**src/design/obsh_pkg.sv**
```systemverilog
// Types, constants and hash step function for the order book state hash.
`default_nettype none

package obsh_pkg;

  localparam int unsigned HashW   = 64;
  localparam int unsigned ByteW   = 8;
  localparam int unsigned JobW    = 160;
  localparam int unsigned CntW    = 5;
  localparam int unsigned QDepth  = 2;
  localparam int unsigned QPtrW   = 1;
  localparam int unsigned QCntW   = 2;

  localparam logic [HashW-1:0] OffsetBasis = 64'hCBF2_9CE4_8422_2325;

  localparam logic [1:0] CmdHeader = 2'd0;
  localparam logic [1:0] CmdCount  = 2'd1;
  localparam logic [1:0] CmdLevel  = 2'd2;

  localparam logic [CntW-1:0] HeaderBytes = 5'd16;
  localparam logic [CntW-1:0] CountBytes  = 5'd4;
  localparam logic [CntW-1:0] LevelBytes  = 5'd20;

  // One classified item: bytes to absorb, least significant first.
  typedef struct packed {
    logic [JobW-1:0] data;
    logic [CntW-1:0] nbytes;
    logic            restart;
    logic            last;
  } obsh_job_t;

  // Multiply by the FNV prime 2^40 + 0x1B3, modulo 2^64, as shifts and adds.
  function automatic logic [HashW-1:0] fnv_mul(input logic [HashW-1:0] h);
    fnv_mul = (h << 40) + (h << 8) + (h << 7) + (h << 5) + (h << 4) + (h << 1) + h;
  endfunction

endpackage

`default_nettype wire

```
**src/design/obsh_in_if.sv**
```systemverilog
// Input channel: one order book item per word.
`default_nettype none

interface obsh_in_if;
  logic               valid;
  logic               ready;
  logic [1:0]         command;
  logic [63:0]        sequence_req;
  logic [63:0]        trade_ref;
  logic [31:0]        level_count;
  logic signed [63:0] price;
  logic [63:0]        quantity;
  logic [31:0]        num_orders;
  logic               last;

  modport source (
    output valid, command, sequence_req, trade_ref, level_count, price, quantity,
           num_orders, last,
    input  ready
  );
  modport sink (
    input  valid, command, sequence_req, trade_ref, level_count, price, quantity,
           num_orders, last,
    output ready
  );
endinterface

`default_nettype wire

```
**src/design/obsh_out_if.sv**
```systemverilog
// Output channel: one state hash per word.
`default_nettype none

interface obsh_out_if;
  logic        valid;
  logic        ready;
  logic [63:0] state_hash;

  modport source (output valid, state_hash, input ready);
  modport sink (input valid, state_hash, output ready);
endinterface

`default_nettype wire

```
**src/design/obsh_front.sv**
```systemverilog
// Front end: accepts items and turns them into byte jobs for the queue.
`default_nettype none

module obsh_front (
  obsh_in_if.sink              in_i,
  output obsh_pkg::obsh_job_t  job_o,
  output logic                 job_valid_o,
  input  logic                 job_ready_i
);

  obsh_pkg::obsh_job_t job;

  always_comb begin
    job         = '0;
    job.last    = in_i.last;
    case (in_i.command)
      obsh_pkg::CmdHeader: begin
        job.data    = {32'd0, in_i.trade_ref, in_i.sequence_req};
        job.nbytes  = obsh_pkg::HeaderBytes;
        job.restart = 1'b1;
      end
      obsh_pkg::CmdCount: begin
        job.data    = {128'd0, in_i.level_count};
        job.nbytes  = obsh_pkg::CountBytes;
      end
      obsh_pkg::CmdLevel: begin
        job.data    = {in_i.num_orders, in_i.quantity, $unsigned(in_i.price)};
        job.nbytes  = obsh_pkg::LevelBytes;
      end
      default: begin
        // undefined command: nothing absorbed, last mark still reports
        job.nbytes  = '0;
      end
    endcase
  end

  assign job_o       = job;
  assign job_valid_o = in_i.valid;
  assign in_i.ready  = job_ready_i;

endmodule

`default_nettype wire

```
**src/design/obsh_fifo.sv**
```systemverilog
// Two-entry job queue between front and back.
`default_nettype none

module obsh_fifo (
  input  logic                 clk_i,
  input  logic                 rst_ni,
  input  obsh_pkg::obsh_job_t  push_job_i,
  input  logic                 push_valid_i,
  output logic                 push_ready_o,
  output obsh_pkg::obsh_job_t  pop_job_o,
  output logic                 pop_valid_o,
  input  logic                 pop_ready_i
);

  obsh_pkg::obsh_job_t                entry_q [obsh_pkg::QDepth];
  logic [obsh_pkg::QPtrW-1:0]         wr_ptr_q, wr_ptr_d;
  logic [obsh_pkg::QPtrW-1:0]         rd_ptr_q, rd_ptr_d;
  logic [obsh_pkg::QCntW-1:0]         count_q, count_d;
  logic                               push, pop;

  assign push_ready_o = (count_q != obsh_pkg::QCntW'(obsh_pkg::QDepth));
  assign pop_valid_o  = (count_q != '0);
  assign pop_job_o    = entry_q[rd_ptr_q];
  assign push         = push_valid_i && push_ready_o;
  assign pop          = pop_valid_o && pop_ready_i;

  always_comb begin
    wr_ptr_d = push ? wr_ptr_q + 1'b1 : wr_ptr_q;
    rd_ptr_d = pop ? rd_ptr_q + 1'b1 : rd_ptr_q;
    count_d  = count_q;
    if (push && !pop) begin
      count_d = count_q + 1'b1;
    end else if (pop && !push) begin
      count_d = count_q - 1'b1;
    end
  end

  always_ff @(posedge clk_i or negedge rst_ni) begin
    if (!rst_ni) begin
      wr_ptr_q <= '0;
      rd_ptr_q <= '0;
      count_q  <= '0;
    end else begin
      wr_ptr_q <= wr_ptr_d;
      rd_ptr_q <= rd_ptr_d;
      count_q  <= count_d;
    end
  end

  always_ff @(posedge clk_i) begin
    if (push) begin
      entry_q[wr_ptr_q] <= push_job_i;
    end
  end

endmodule

`default_nettype wire

```
**src/design/obsh_back.sv**
```systemverilog
// Back end: byte-serial FNV-1a absorb and the result output register.
`default_nettype none

module obsh_back (
  input  logic                 clk_i,
  input  logic                 rst_ni,
  input  obsh_pkg::obsh_job_t  job_i,
  input  logic                 job_valid_i,
  output logic                 job_ready_o,
  obsh_out_if.source           out_o
);

  logic                             busy_q, busy_d;
  logic [obsh_pkg::JobW-1:0]        data_q, data_d;
  logic [obsh_pkg::CntW-1:0]        cnt_q, cnt_d;
  logic                             last_q, last_d;
  logic [obsh_pkg::HashW-1:0]       hash_q, hash_d;
  logic                             out_valid_q, out_valid_d;
  logic [obsh_pkg::HashW-1:0]       out_hash_q, out_hash_d;

  logic                             out_free, stall, step, fin, emit_fin;
  logic                             job_empty_last, load, emit_zero;
  logic [obsh_pkg::HashW-1:0]       hash_step, hash_cur, hash_base;

  assign out_free  = !out_valid_q || out_o.ready;
  assign stall     = (cnt_q == obsh_pkg::CntW'(1)) && last_q && !out_free;
  assign step      = busy_q && !stall;
  assign fin       = step && (cnt_q == obsh_pkg::CntW'(1));
  assign emit_fin  = fin && last_q;
  assign hash_step = obsh_pkg::fnv_mul(hash_q ^ {56'd0, data_q[obsh_pkg::ByteW-1:0]});
  assign hash_cur  = step ? hash_step : hash_q;
  assign hash_base = job_i.restart ? obsh_pkg::OffsetBasis : hash_cur;

  assign job_empty_last = job_i.last && (job_i.nbytes == '0);
  assign job_ready_o    = (!busy_q || fin) && (!job_empty_last || (out_free && !emit_fin));
  assign load           = job_valid_i && job_ready_o;
  assign emit_zero      = load && job_empty_last;

  always_comb begin
    busy_d = busy_q;
    data_d = data_q;
    cnt_d  = cnt_q;
    last_d = last_q;
    hash_d = hash_q;
    if (load) begin
      hash_d = hash_base;
      data_d = job_i.data;
      cnt_d  = job_i.nbytes;
      last_d = job_i.last;
      busy_d = (job_i.nbytes != '0);
    end else if (step) begin
      hash_d = hash_step;
      data_d = data_q >> obsh_pkg::ByteW;
      cnt_d  = cnt_q - 1'b1;
      busy_d = !fin;
    end

    out_valid_d = out_valid_q;
    out_hash_d  = out_hash_q;
    if (emit_fin) begin
      out_valid_d = 1'b1;
      out_hash_d  = hash_step;
    end else if (emit_zero) begin
      out_valid_d = 1'b1;
      out_hash_d  = hash_base;
    end else if (out_o.ready) begin
      out_valid_d = 1'b0;
    end
  end

  always_ff @(posedge clk_i or negedge rst_ni) begin
    if (!rst_ni) begin
      busy_q      <= 1'b0;
      cnt_q       <= '0;
      last_q      <= 1'b0;
      hash_q      <= obsh_pkg::OffsetBasis;
      out_valid_q <= 1'b0;
    end else begin
      busy_q      <= busy_d;
      cnt_q       <= cnt_d;
      last_q      <= last_d;
      hash_q      <= hash_d;
      out_valid_q <= out_valid_d;
    end
  end

  always_ff @(posedge clk_i) begin
    data_q     <= data_d;
    out_hash_q <= out_hash_d;
  end

  assign out_o.valid      = out_valid_q;
  assign out_o.state_hash = out_hash_q;

endmodule

`default_nettype wire

```
**src/design/order_book_state_hash.sv**
```systemverilog
// Top level of the order book state hash: front, job queue, back.
//
//   channel   dir   word                                     handshake
//   in_i      in    command, sequence_req ... num_orders,    valid/ready
//                   last
//   out_o     out   state_hash                               valid/ready
//
// Unless stalled, the back absorbs one byte per cycle through the xor-multiply on the
// running hash: header 16 bytes, count item 4, level item 20, undefined command none.
// A queued job loads in the cycle the last one finishes, unless both report and it has no bytes.
// A two-entry queue lets the front keep taking items while the back works.
// Reset sets the hash to the offset basis and empties queue and output.
// A held result stalls the last byte of the next reporting item, or its load if it has none.
`default_nettype none

module order_book_state_hash (
  input  logic        clk_i,
  input  logic        rst_ni,
  obsh_in_if.sink     in_i,
  obsh_out_if.source  out_o
);

  obsh_pkg::obsh_job_t front_job, back_job;
  logic                front_valid, front_ready;
  logic                back_valid, back_ready;

  obsh_front u_front (
    .in_i        (in_i),
    .job_o       (front_job),
    .job_valid_o (front_valid),
    .job_ready_i (front_ready)
  );

  obsh_fifo u_fifo (
    .clk_i        (clk_i),
    .rst_ni       (rst_ni),
    .push_job_i   (front_job),
    .push_valid_i (front_valid),
    .push_ready_o (front_ready),
    .pop_job_o    (back_job),
    .pop_valid_o  (back_valid),
    .pop_ready_i  (back_ready)
  );

  obsh_back u_back (
    .clk_i       (clk_i),
    .rst_ni      (rst_ni),
    .job_i       (back_job),
    .job_valid_i (back_valid),
    .job_ready_o (back_ready),
    .out_o       (out_o)
  );

endmodule

`default_nettype wire

```
**src/flat_wrapper.sv**
```systemverilog
// flat-port wrapper written by rule: the top's interface ports become plain ports
module order_book_state_hash_flat 
  (clk_i, rst_ni, in_i_valid, in_i_command, in_i_sequence_req, in_i_trade_ref, in_i_level_count, in_i_price, in_i_quantity, in_i_num_orders, in_i_last, in_i_ready, out_o_valid, out_o_state_hash, out_o_ready);
  obsh_in_if in_i_i ();
  obsh_out_if out_o_i ();
  input  logic clk_i;
  input  logic rst_ni;
  input wire logic [$bits(in_i_i.valid)-1:0] in_i_valid;
  input wire logic [$bits(in_i_i.command)-1:0] in_i_command;
  input wire logic [$bits(in_i_i.sequence_req)-1:0] in_i_sequence_req;
  input wire logic [$bits(in_i_i.trade_ref)-1:0] in_i_trade_ref;
  input wire logic [$bits(in_i_i.level_count)-1:0] in_i_level_count;
  input wire logic [$bits(in_i_i.price)-1:0] in_i_price;
  input wire logic [$bits(in_i_i.quantity)-1:0] in_i_quantity;
  input wire logic [$bits(in_i_i.num_orders)-1:0] in_i_num_orders;
  input wire logic [$bits(in_i_i.last)-1:0] in_i_last;
  output wire logic [$bits(in_i_i.ready)-1:0] in_i_ready;
  output wire logic [$bits(out_o_i.valid)-1:0] out_o_valid;
  output wire logic [$bits(out_o_i.state_hash)-1:0] out_o_state_hash;
  input wire logic [$bits(out_o_i.ready)-1:0] out_o_ready;
  assign in_i_i.valid = in_i_valid;
  assign in_i_i.command = in_i_command;
  assign in_i_i.sequence_req = in_i_sequence_req;
  assign in_i_i.trade_ref = in_i_trade_ref;
  assign in_i_i.level_count = in_i_level_count;
  assign in_i_i.price = in_i_price;
  assign in_i_i.quantity = in_i_quantity;
  assign in_i_i.num_orders = in_i_num_orders;
  assign in_i_i.last = in_i_last;
  assign in_i_ready = in_i_i.ready;
  assign out_o_valid = out_o_i.valid;
  assign out_o_state_hash = out_o_i.state_hash;
  assign out_o_i.ready = out_o_ready;
  order_book_state_hash u_core (.clk_i(clk_i), .rst_ni(rst_ni), .in_i(in_i_i), .out_o(out_o_i));
endmodule
```
**config.mk**
```make
export PLATFORM = sky130hd
export DESIGN_NAME = order_book_state_hash_flat
export DESIGN_NICKNAME = d
export VERILOG_FILES = /design/src/design/obsh_pkg.sv /design/src/design/obsh_in_if.sv /design/src/design/obsh_out_if.sv /design/src/design/obsh_front.sv /design/src/design/obsh_fifo.sv /design/src/design/obsh_back.sv /design/src/design/order_book_state_hash.sv /design/src/flat_wrapper.sv
export SDC_FILE = /design/constraint.sdc
export NUM_CORES = 1
export LEC_CHECK = 0
export BUFFER_PORTS_ARGS = -buffer_cell sky130_fd_sc_hd__buf_2
export CAP_MARGIN = 25
export CORE_MARGIN = 5
export CORE_UTILIZATION = 50
export DETAILED_ROUTE_END_ITERATION = 16
export GPL_TIMING_DRIVEN = 0
export PLACE_DENSITY = 0.7
export SYNTH_ARGS = -nofsm -noshare
export SYNTH_HDL_FRONTEND = slang
export SYNTH_SLANG_ARGS = --single-unit
```
**constraint.sdc**
```tcl
create_clock -name clk_i -period 25.3 [get_ports clk_i]
set_clock_uncertainty 0.05 [all_clocks]
set_input_delay 3.795 -clock clk_i [delete_from_list [all_inputs] [get_ports clk_i]]
set_output_delay 3.795 -clock clk_i [all_outputs]
set_load 0.005 [all_outputs]
```
=== After elaboration in Yosys (flattened, before gate mapping) ===
Memory sizes are Yosys's and may differ from the RTL's.
Index checks and enable logic that the tools add are counted.

* Memories kept: 1
* Memory bits (writable): 334
* Output and inout bits: 66
* Flip-flop bits (word level): 300

{| class="wikitable"
|+ Memories
! name !! words !! bits a word !! read ports !! clocked after memory_dff !! write ports !! RTL line !! text
|-
| u_core.u_fifo.entry_q || 2 || 167 || 1 || 0 || 1 || obsh_fifo.sv:15 || <nowiki>obsh_pkg::obsh_job_t entry_q [obsh_pkg::QDepth];</nowiki>
|}

* Add/subtract/negate cells: 11
* Bitwise gates (word level): 1
* Eq/ne operators: 4
* Muxes and demuxes: 21
* Reductions and logical operators: 33

{| class="wikitable"
|+ Operators by type and width
! operator !! count
|-
| one-hot mux 160 bit (3 select lines) || 1
|-
| adder 64 bit || 6
|-
| two-way mux 160 bit || 2
|-
| two-way mux 64 bit || 5
|-
| XOR 64 x 8 -> 64 bit || 1
|-
| one-hot mux 5 bit (3 select lines) || 1
|-
| logical AND 1 bit || 13
|-
| two-way mux 5 bit || 2
|-
| logical NOT 1 bit || 9
|-
| two-way mux 1 bit || 8
|-
| nonzero test 2 bit || 4
|-
| equality test 5 x 1 -> 1 bit, second input constant || 1
|-
| logical NOT 5 bit || 1
|-
| nonzero test 5 bit || 1
|-
| subtractor 5 x 1 -> 5 bit, second input constant || 1
|-
| two-way mux 2 bit || 2
|-
| logical OR 1 bit || 3
|-
| nonzero test 3 bit || 1
|-
| adder 1 bit, second input constant || 2
|-
| adder 2 x 1 -> 2 bit, second input constant || 1
|-
| equality test 2 x 1 -> 1 bit, second input constant || 1
|-
| equality test 2 bit, second input constant || 1
|-
| logical NOT 2 bit || 1
|-
| != test 2 bit, second input constant || 1
|-
| subtractor 2 x 1 -> 2 bit, second input constant || 1
|}

=== Longest topological paths before layout ===
* Depth in word-level cells: 16
* Gate-level depth with buffers: 22
* Mapped depth without buffers: 21

=== Modules after synthesis ===
A second synthesis with hierarchy kept.

* Cells, all modules: 3,276
* Area, all modules: 37,822.5 µm²

{| class="wikitable"
|+ By module, submodules not included
! module !! sequential area each (µm²) !! cells an instance !! times used !! area each (µm²)
|-
| obsh_back || 8,563.2 || 2,387 || 1 || 23,033.3
|-
| obsh_fifo || 10,129.7 || 538 || 1 || 12,672.2
|-
| obsh_front || 0.0 || 351 || 1 || 2,117.0
|}

=== Worst setup path after synthesis ===
OpenSTA, ideal clock, no wires.

* Path type: input to register
* From: input port in_i_valid
* To: memory u_core.u_fifo.entry_q[0][0] in the netlist's numbering, enable pin
* Stages: 2
* Arrival: 10.689 ns
* Path slack: 13.871 ns
* Path buffers: 0
* Path through: nand2_1 nor2_1

* Longest elaborated chain between the ends: 3

{| class="wikitable"
|+ Ends and longest elaborated chain
! element !! RTL line !! text
|-
| start: declaration || flat_wrapper.sv:8 || <nowiki>input wire logic [$bits(in_i_i.valid)-1:0] in_i_valid;</nowiki>
|-
| logical AND 1 bit || obsh_fifo.sv:24 || <nowiki>assign push = push_valid_i && push_ready_o;</nowiki>
|-
| two-way mux 1 bit || obsh_fifo.sv:51 || <nowiki>if (push) begin</nowiki>
|-
| two-way mux 1 bit (not written as such) || obsh_fifo.sv:52 || <nowiki>entry_q[wr_ptr_q] <= push_job_i;</nowiki>
|-
| end: declaration || obsh_fifo.sv:15 ||
|}

Every way passes these cells.

=== Final worst setup path ===
* From: input port out_o_ready
* To: register u_core.u_back.data_q[42] in the netlist's numbering, enable pin

* Longest elaborated chain between the ends: 13

{| class="wikitable"
|+ Ends and longest elaborated chain
! element !! RTL line !! text
|-
| start: declaration || flat_wrapper.sv:20 || <nowiki>input wire logic [$bits(out_o_i.ready)-1:0] out_o_ready;</nowiki>
|-
| logical OR 1 bit (*) || obsh_back.sv:25 || <nowiki>assign out_free = !out_valid_q || out_o.ready;</nowiki>
|-
| logical NOT 1 bit || obsh_back.sv:26 || <nowiki>assign stall = (cnt_q == obsh_pkg::CntW'(1)) && last_q && !out_free;</nowiki>
|-
| logical AND 1 bit || obsh_back.sv:26 ||
|-
| logical NOT 1 bit || obsh_back.sv:27 || <nowiki>assign step = busy_q && !stall;</nowiki>
|-
| logical AND 1 bit || obsh_back.sv:27 ||
|-
| logical AND 1 bit || obsh_back.sv:28 || <nowiki>assign fin = step && (cnt_q == obsh_pkg::CntW'(1));</nowiki>
|-
| logical AND 1 bit || obsh_back.sv:29 || <nowiki>assign emit_fin = fin && last_q;</nowiki>
|-
| logical NOT 1 bit || obsh_back.sv:35 || <nowiki>assign job_ready_o = (!busy_q || fin) && (!job_empty_last || (out_free && !emit_fin));</nowiki>
|-
| logical AND 1 bit || obsh_back.sv:35 ||
|-
| logical OR 1 bit || obsh_back.sv:35 ||
|-
| logical AND 1 bit || obsh_back.sv:35 ||
|-
| logical AND 1 bit || obsh_back.sv:36 || <nowiki>assign load = job_valid_i && job_ready_o;</nowiki>
|-
| nonzero test 2 bit (no line) (*) || n/a ||
|-
| end signal: assignment || obsh_back.sv:88 || <nowiki>data_q <= data_d;</nowiki>
|-
| end: declaration || obsh_back.sv:14 || <nowiki>logic [obsh_pkg::JobW-1:0] data_q, data_d;</nowiki>
|}

Mark *: on every way between the ends. The rest lies on a longest branch, timed or not.
A chain may end at the register's enable or synchronous reset.

==> results.ini <==
[floorplanning]
die_y_um = 278
fp.dieW_um = 278
die-area_um2 = 77500
start_util_pct = 50.4
boundaryPins = 393
core-area_um2 = 71500
rows = 98

[timing]
max_freq_mhz = 141
post-route-min-period_ps = 7110
hold_viol_final = 0
fin_tns_setup_ps = 0
setup-violations-final = 0
worst_pin_slew_ps = 1080
slew_violations = 0
slew_headroom_pct = 28.2
post-route-period-util_pct = 28.1
rsz0062_at_grt = no

[final_layout]
drive_gt1_share_pct = 16.0
mostFrequentLayoutCell = edfxtp_1
mostFrequentLayoutCells = edfxtp_1, buf_2, inv_1, nand2_1, fa_1
area_growth_pct = 16.4
n_antenna_cell = 0
fin_nets = 4224

[yosys]
synth_edf_count = 552
ys_seq_area_share_pct = 51.4
ys_warn_count = 0
synth.distinct_cells = 66
syn_area_per_cell_um2 = 11.8
synth_area_um2 = 36000
syn_nets = 3739
ys_ff_latch = 628
ys.flop_type = edfxtp_1
async_flop_share_pct = 12.1
postSynthCellCount = 3059

[status]
outcome = finished clean

[worst_hold_path]
whs_path_depth = 1
hp-class = reg2reg

[worst_setup_path]
crit_chain = buf_2 -> nand2b_1 -> o21ai_1 -> clkbuf_1 -> clkbuf_1 -> nand2_4 -> buf_12 -> buf_12 -> buf_16
crit_path_start_kind = input port
r2r_cells = 22
crit_fanout = 54
crit_type = in2reg
max_stage_delay_ps = 830
crit_path_end_kind = flip-flop
slowest_stage = clkbuf_1
cp.required_ps = 25570
cp.arrival_ps = 7380

[route]
drt_pass1_iterations = 8
routed_wirelength_um = 95100
drt_iter0_markers = 1886
avgRoutedWirePerCell_um = 20.9
vias_per_cell = 5.49
drc = 0
final_antenna_net_count = 0
vias = 24900

[cts]
cts_resized = 0
cts_buffers = 70
cts.path.max_buffers = 3
cts.htree.levels = 3
cts_hold_buf = 0
cts.clk_slew.worst_paths_ps = 50
insertion_delay_ps = 620
clkSinkCount = 628
cts_tree = yes
clockRootBuffer = clkbuf_16
postCtsSetupBuffers = 0

[placement]
io_buffers = 392
gp_congestion = 0.974
hpwl_um = 73200

[global_routing]
grt_max_degree = 66
antenna_found_initial = 1
grt_pass1_wl_um = 146000
grt_pass1_vias = 25600
track_usage_pct = 24.2
gr-total-overflow = 0

[flow_run]
cap_violations = 0

[critical path, delay by kind of cell]
family	cells	cell delay, ps
simple gates	2	760
compound gates	1	430
buf+inv	6	2320
[final cells by class]
cell class | instances | area, µm²
Sequential cell | 628 | 18500
Inverter | 398 | 1490
Timing Repair Buffer | 413 | 2370
Clock buffer | 85 | 1820
Buffer | 157 | 604
Fill cell | 5881 | 29600
Multi-Input combinational cell | 1876 | 15400
Tap cell | 950 | 1190
Clock inverter | 37 | 497
[cells in the mapped netlist (3+ instances only)]
cell type	instances	area share, %
dfrtp_1	48	3.3
buf_2	12	0.17
nor3_1	7	0.097
a22o_1	4	0.097
o21ai_1	3	0.042
clkbuf_1	135	1.4
a21o_1	23	0.48
nand4_1	14	0.24
and3_1	8	0.14
o21ai_0	235	3.3
a21oi_1	117	1.6
buf_1	10	0.10
a31oi_1	12	0.21
nor2b_1	9	0.16
inv_1	398	4.1
nand2_1	319	3.3
o22ai_1	3	0.052
dfstp_2	28	2.0
xor2_1	45	1.1
xnor2_1	55	1.3
or3_1	5	0.087
a22oi_1	115	2.4
a222oi_1	32	0.89
o2111ai_1	4	0.097
ha_1	113	3.9
mux2i_1	163	4.5
nor2_1	182	1.9
maj3_1	6	0.17
nand3_1	12	0.17
a211oi_1	10	0.21
o211ai_1	21	0.44
and2_1	44	0.76
o21a_1	5	0.10
o21bai_1	16	0.33
nand2b_1	12	0.21
edfxtp_1	552	46
fa_1	240	13
[sequential cells by signal, summed over array words and instances (netlist names)]
name and flops:
u_core.u_fifo.count_q 2, u_core.u_back.data_q 160, u_core.u_back.cnt_q 5, u_core.u_back.busy_q 1, u_core.u_fifo.rd_ptr_q 1, u_core.u_back.last_q 1
u_core.u_back.out_o.state_hash 64, u_core.u_back.out_o.valid 1, u_core.u_back.hash_q 64, u_core.u_fifo.wr_ptr_q 1, u_core.u_fifo.entry_q 328
[per-stage QoR]
step	instances	hold WS [ps]	worst slack, ps	cell area, µm²	util, %
6_report	4544	430	18190	41900	58.7
5_1_grt	4544	461	17950	41900	58.7
2_1_floorplan	3059	407	13870	36000	-
4_1_cts	4543	438	18170	41900	58.6
3_5_place_dp	4421	430	17550	39600	55.4
3_3_place_gp	4401	428	9810	39200	54.8
[layer usage]
layer / global-route usage (%) / vias to the layer above / part of all wire (%)
met1: 30.9 / 12200 / 39
met5: 0 / - / 0
li1: - / 11600 / -
met2: 42.0 / 916 / 50
met3: 4.35 / 190 / 6.4
met4: 8.61 / 0 / 4.0
[path summary, 6_finish.rpt]
check                                          from                                 end  slack, ps
max in group asynchronous                    rst_ni            u_core.u_back.hash_q[49]      21520
max reg2reg                 u_core.u_back.hash_q[0]  u_core.u_back.out_o.state_hash[49]      18330
min reg2reg                u_core.u_fifo.count_q[1]            u_core.u_fifo.count_q[1]        430
min in group asynchronous                    rst_ni             u_core.u_back.hash_q[7]       2990
max                                     out_o_ready            u_core.u_back.data_q[42]      18190
min                        u_core.u_fifo.count_q[1]            u_core.u_fifo.count_q[1]        430
[logic make-up (layout without fill, tap and decap cells)]
group,Yosys count,count (layout),share of synthesized area (%)
and+or+nand+nor,624,624,7.35
muxes,164,164,4.56
AOI/OAI and AO/OA,629,629,11.0
adders and majority gates,359,359,17.4
xor gates and xnor gates,100,100,2.43
DFF,628,628,51.4
buffers and inverters,555,1090,5.82
Power is not shown: default switching activity piles up to over one toggle a cycle in this logic, so the estimate is an artifact.
